<file path="src/sv/fct_pkg.sv">
// Shared types, constants and helpers for the frustum cull test block.
package fct_pkg;

	localparam int PLANE_COUNT     = 6;
	localparam int AXIS_COUNT      = 3;
	localparam int PLANE_FIELD     = 16;
	localparam int PLANE_WIDTH     = PLANE_FIELD * 4;
	localparam int W_PART          = 3;
	localparam int FRAC_BITS       = 8;
	localparam int COORD_WIDTH_DEF = 16;
	localparam int CFG_INDEX_WIDTH = 3;

	typedef enum logic [1:0] {
		KIND_POINT     = 2'd0,
		KIND_SPHERE    = 2'd1,
		KIND_BOX       = 2'd2,
		KIND_POINT_ALT = 2'd3
	} kind_t;

	typedef enum logic [CFG_INDEX_WIDTH-1:0] {
		CFG_NEAR   = 3'd0,
		CFG_FAR    = 3'd1,
		CFG_BOTTOM = 3'd2,
		CFG_TOP    = 3'd3,
		CFG_LEFT   = 3'd4,
		CFG_RIGHT  = 3'd5
	} cfg_index_t;

	typedef logic [PLANE_WIDTH-1:0] plane_t;

	typedef struct packed {
		kind_t kind;
		logic  last;
	} side_t;

	// Pick one signed Q7.8 field (nx, ny, nz or w) out of a packed plane.
	function automatic logic signed [PLANE_FIELD-1:0] plane_part(plane_t p, int idx);
		return p[idx*PLANE_FIELD +: PLANE_FIELD];
	endfunction

endpackage

</file>
<file path="src/sv/fct_accum.sv">
// Sum stage: positive-vertex select, per-plane distance and the pass limit.
module fct_accum import fct_pkg::*; #(
	parameter int COORD_WIDTH = COORD_WIDTH_DEF,
	localparam int PROD_WIDTH = PLANE_FIELD + COORD_WIDTH,
	localparam int SUM_WIDTH  = PROD_WIDTH + 3
) (
	input  logic                          clk,
	input  logic                          en,
	input  side_t                         side,
	input  logic        [COORD_WIDTH-2:0] radius,
	input  logic signed [PROD_WIDTH-1:0]  pa [PLANE_COUNT][AXIS_COUNT],
	input  logic signed [PROD_WIDTH-1:0]  pb [PLANE_COUNT][AXIS_COUNT],
	input  plane_t                        planes [PLANE_COUNT],
	output logic signed [SUM_WIDTH-1:0]   d_s3 [PLANE_COUNT],
	output logic signed [SUM_WIDTH-1:0]   lim_s3
);

	logic signed [SUM_WIDTH-1:0] sum_c [PLANE_COUNT];
	logic signed [SUM_WIDTH-1:0] lim_c;
	logic signed [SUM_WIDTH-1:0] rad_c;

	always_comb begin
		for (int i = 0; i < PLANE_COUNT; i++) begin
			// offset moves from Q.8 to Q.16 to line up with the products
			sum_c[i] = SUM_WIDTH'(plane_part(planes[i], W_PART)) <<< FRAC_BITS;
			for (int j = 0; j < AXIS_COUNT; j++) begin
				if (side.kind == KIND_BOX && pb[i][j] > pa[i][j]) begin
					sum_c[i] = sum_c[i] + SUM_WIDTH'(pb[i][j]);
				end else begin
					sum_c[i] = sum_c[i] + SUM_WIDTH'(pa[i][j]);
				end
			end
		end
		rad_c = $signed(SUM_WIDTH'({radius, FRAC_BITS'(0)}));
		lim_c = (side.kind == KIND_SPHERE) ? -rad_c : '0;
	end

	always_ff @(posedge clk) begin
		if (en) begin
			d_s3   <= sum_c;
			lim_s3 <= lim_c;
		end
	end

endmodule

</file>
<file path="config.mk">
export PLATFORM = sky130hd
export DESIGN_NAME = fct_accum
export DESIGN_NICKNAME = d
export VERILOG_FILES = /design/src/sv/fct_pkg.sv /design/src/sv/fct_accum.sv
export SDC_FILE = /design/constraint.sdc
export NUM_CORES = 2
export LEC_CHECK = 0
export BUFFER_PORTS_ARGS = -buffer_cell sky130_fd_sc_hd__buf_2
export CAP_MARGIN = 15
export CORE_AREA = 2 2 711 713
export DETAILED_ROUTE_END_ITERATION = 10
export DIE_AREA = 0 0 713 715
export PLACE_DENSITY = 0.32
export SKIP_CTS_REPAIR_TIMING = 1
export SLEW_MARGIN = 20
export SYNTH_ARGS = -nofsm -noshare
export SYNTH_HDL_FRONTEND = slang
export SYNTH_SLANG_ARGS = --single-unit
</file>
<file path="constraint.sdc">
create_clock -name clk -period 22.3 [get_ports clk]
set_input_delay 2.23 -clock clk [delete_from_list [all_inputs] [get_ports clk]]
set_output_delay 2.23 -clock clk [all_outputs]
set_load 0.03 [all_outputs]
</file>
# Word-level counts from Yosys, hierarchy flattened

Index checks and enable logic that the tools add are counted.

Bits of input ports: 1556
Word-level logic and storage cells: 100
Output and inout port bits: 245
Register bits after elaboration: 245

Multiplexer cells: 18
Reduce and logical (&&, ||, !) cells: 18
Add/subtract/negate cells: 37
Equal/unequal tests: 2
$lt $le $gt $ge: 18

Operator list:

| operator           | count |
|---|---|
| $add 35x32->35     | 24 |
| $mux 35            | 18 |
| $gt 32x32->1       | 18 |
| $add 24x32->33     | 12 |
| $neg 23->35        | 1 |
| $logic_and 1x1->1  | 18 |
| $eq 2x1->1 const B | 1 |
| $eq 2x2->1 const B | 1 |

# Logic depth before layout (Yosys ltp)

Depth in word-level cells: 7
Depth in mapped cells: 44
Mapped depth without buffers: 43

# Least setup slack after synthesis

No wires, ideal clock.

Path kind: input to register
Start: input pa[177] (netlist bit)
End: register d_s3[68] (netlist bit), data pin
Path slack: 11.921 ns
Required time: 22.042 ns
Arrival time: 10.121 ns
Path buffers: 1
Setup time: 0.258 ns
Cell stages on the path: 43
Path through: inv_1 -> ha_1 -> a21o_1 -> a21o_1 -> a21o_1 -> a21oi_1 -> nor2b_1 -> o21ai_0 -> a2111oi_0 -> a311oi_1 -> nand4b_1 -> nand3b_1 -> buf_2 -> mux2_2 -> ha_1 -> fa_1 -> a21o_1 -> a21oi_1 -> [7 not listed] -> a21o_1 -> a21o_1 -> a21o_1 -> a21o_1 -> a31oi_1 -> o21a_1 -> nand2b_1 -> a21oi_1 -> xnor2_1 -> ha_1 -> a21o_1 -> a21o_1 -> or3_1 -> o21ai_0 -> o21ai_0 -> o21a_1 -> nor2_1 -> xnor2_1

RTL lines:

| element              | line            | text |
|---|---|---|
| from (decl)          | fct_accum.sv:11 | `input logic signed [PROD_WIDTH-1:0] pa [PLANE_COUNT][AXIS_COUNT],` |
| to (signal assigned) | fct_accum.sv:40 | `d_s3 <= sum_c;` |
| to (decl)            | fct_accum.sv:14 | `output logic signed [SUM_WIDTH-1:0] d_s3 [PLANE_COUNT],` |

==> metrics.md <==
| Metric | Value |
|---|---|
| Worst Path Max Fanout | `19` |
| CTS root buffer | `clkbuf_16` |
| Synth Register Bits | `235` |
| Critical Path Start Type | `input pin` |
| Setup tns final | `0 ns` |
| Slew Limit Headroom | `23.9%` |
| Hold Crit Class | `input pin to flip-flop` |
| Critical Path RT | `22.69 ns` |
| Post-Synthesis Cells | `between 6,000 and 7,000` |
| DRT Pass-1 Iters | `5` |
| Worst Path Arrival | `roughly 12 ns` |
| # setup viols final | `0` |
| CP endpoint kind | `flip-flop` |
| Initial core utilization | `10.6%` |
| Fin crit share | `a little over half` |
| Most used cell, CP | `a21oi_1` |
| Kind of critical path | `input pin to flip-flop` |
| Iteration-0 DRC Markers | `2,689` |
| VDD IR-drop max | `0.0440 mV` |
| Post-synth EDFFs | `roughly 240` |
| Multi-input gate area | `0.0433 sq mm` |
| Synth top area share | `26.4%` |
| Pin count of the biggest net entering global routing | `86` |
| CTS tree | `built` |
| DIE HEIGHT | `roughly 720 microns` |
| Max frequency | `0.0858 GHz` |
| Post-detailed-route wirelength per cell | `23.5 microns` |
| Setup crit end | `d_s3[103]` |
| Slowest cell on the critical path | `o41ai_1` |
| Row cnt | `between 200 and 300` |
| Total Routed Length | `347,000 microns` |
| Outcome | `finished, final reports clean` |
| Placed cell count | `14,600` |
| Synth Area per Inst | `8.32 sq um` |
| Max-Cap Viols | `0` |
| Final Max Tran Viols | `0` |
| Number of port buffers | `1,503` |
| Detailed-route via count | `between 50,000 and 60,000` |
| IO Count | `between 1,500 and 2,000` |
| Antenna violations before repair | `approximately 300` |
| Clock sinks | `~240` |
| First-pass GRT wire length | `458,000 microns` |
| Top_reg_cell synth | `edfxtp_1` |
| Most common cell after layout, fill and taps aside | `buf_2` |
| Total track usage | `13.1%` |
| Vias per cell | `3.65` |
| Final min period | `roughly 12 ns` |
| Die Wd | `713 microns` |
| Cell variety after synth | `91` |
| Async S/R FF share, synth | `0%` |
| DRC | `0` |
| Post-route antenna net violation count | `0` |
| Slew @ Worst Pin | `1.14 ns` |
| Remaining Overflow, GRT | `0` |
| GP Congestion | `0.920` |
| Area leader, netlist | `ha_1` |
| Vias in the first global route | `between 50,000 and 60,000` |
| Seq/Total Area, Yosys | `13.2%` |
| Syn-to-layout area delta | `32.7%` |
| Pwr dens | `about 100 mW/mm^2` |
| Num CTS Buffers | `42` |
| Flip-flop and latch area | `0.00706 sq mm` |
| Bufs on Longest Clock Path | `3` |
| Syn. warnings | `0` |
| CP peak stage delay | `0.73 ns` |
| CP Launch Point | `pa[273]` |
| Clock transition at path regs | `0.05 ns` |
| Nets | `10,600` |
| Final hold viol count | `0` |
| Die area | `a little over 0.5 sq mm` |
| Largest cells by area after synthesis | `ha_1 26%, edfxtp_1 13%, mux2_2 10%` |
| Post-DP HPWL | `about 320,000 microns` |
| Leading cell types in the layout, fill and taps excluded | `1,502 x buf_2, 1,130 x ha_1, 733 x inv_1, 579 x a21oi_1, 479 x mux2_2` |
| Core Region | `0.503 sq mm` |
| Pleak | `33.3 nW` |
| H-tree depth | `2` |
| Fillers | `58,300` |
| Share of cells above drive strength 1 | `27.6%` |
| Final non-filler cell total | `14,800` |
| RSZ-0062 raised after global routing | `no` |
| Post-Syn Area | `about 0.053 sq mm` |
==> synth_stat cells, drive strengths merged (43+ instances only) <==
cell type and number:
a211oi 50, a21o 370, a21oi 580, and3 47
buf 43, clkbuf 51, edfxtp 235, ha 1130
inv 733, mux2 480, nand2 330, nand2b 84
nand3 102, nand4 155, nor2 336, nor2b 96
nor3 77, o21a 146, o21ai 354, o21bai 87
xnor2 355, xor2 142
==> worst max-delay path: cells and delay by family <==
kind	cells	cell delay (ns)
AOI/OAI and AO/OA	22	5.34
buffers and inverters	3	0.49
adders and majority gates	5	1.59
xor gates and xnor gates	3	0.49
and+or+nand+nor	8	1.49
muxes	1	0.38
==> flip-flops by register name, summed over array words and instances (netlist names) <==
name and cells:
d_s3 210, lim_s3 25
==> layout make-up <==
| cell class | instances | area share, % |
|---|---|---|
| Inverter | 733 | 3.88 |
| Timing Repair Buffer | 1548 | 11.1 |
| Clock buffer | 49 | 1.52 |
| Multi-Input combinational cell | 5372 | 61.1 |
| Sequential cell | 235 | 9.95 |
| Tap cell | 6706 | 11.8 |
| Antenna cell | 93 | 0.328 |
| Clock inverter | 25 | 0.316 |
==> worst min path at each step <==
stage / cells past startpoint / end / from
after detailed placement: 3 / lim_s3[14] / radius[6]
after global routing: 3 / lim_s3[14] / radius[6]
final: 3 / lim_s3[21] / radius[13]
after floorplan: 0 / d_s3[0] / en
after global placement: 3 / lim_s3[17] / radius[9]
after CTS: 3 / lim_s3[14] / radius[6]
==> logic make-up (layout without fill, tap and decap cells) <==
family                   after synthesis  in the layout  synth area share [%]
multiplexers                         483            483                  10.2
XOR/XNOR                             498            498                  8.18
AO/OA/AOI/OAI                       1882           1882                  22.7
flip-flops                           235            235                  13.2
AND/OR/NAND/NOR                     1353           1353                  12.6
buffers and inverters                827           2355                  6.01
other                                  1            101               0.00701
adder cells (fa/ha/maj)             1148           1148                  27.1
==> metrics by stage <==
stage                     power, mW  hold WS [ns]  cell area [sq um]  worst slack, ns  utilization (%)
after floorplan                4.39          2.34              53500            11.92                -
after global placement         6.47          2.61              69400             9.81             13.8
after detailed placement       6.44          2.61              69400             9.83             13.8
after CTS                      7.19          1.80              70700            10.61             14.1
after global routing           7.60          1.85              70800             9.97             14.1
final                          6.95          1.92              70900            10.65             14.1
==> report_power, final <==
part	total (mW)	internal, mW	leakage (nW)	switching (mW)
logic	5.30	1.93	30.4	3.37
registers	0.977	0.881	2.30	0.0964
clock network	0.668	0.369	0.630	0.299
==> routing by layer <==
metal / wire length (microns) / vias up / track usage [%]
met3: 24100 / 617 / 3.73
met2: 172000 / 1591 / 23.7
li1: - / 26700 / -
met5: 793 / - / 0
met1: 141000 / 24800 / 15.2
met4: 9300 / 118 / 2.58
No activity file was read; power rests on OpenSTA's default activity.
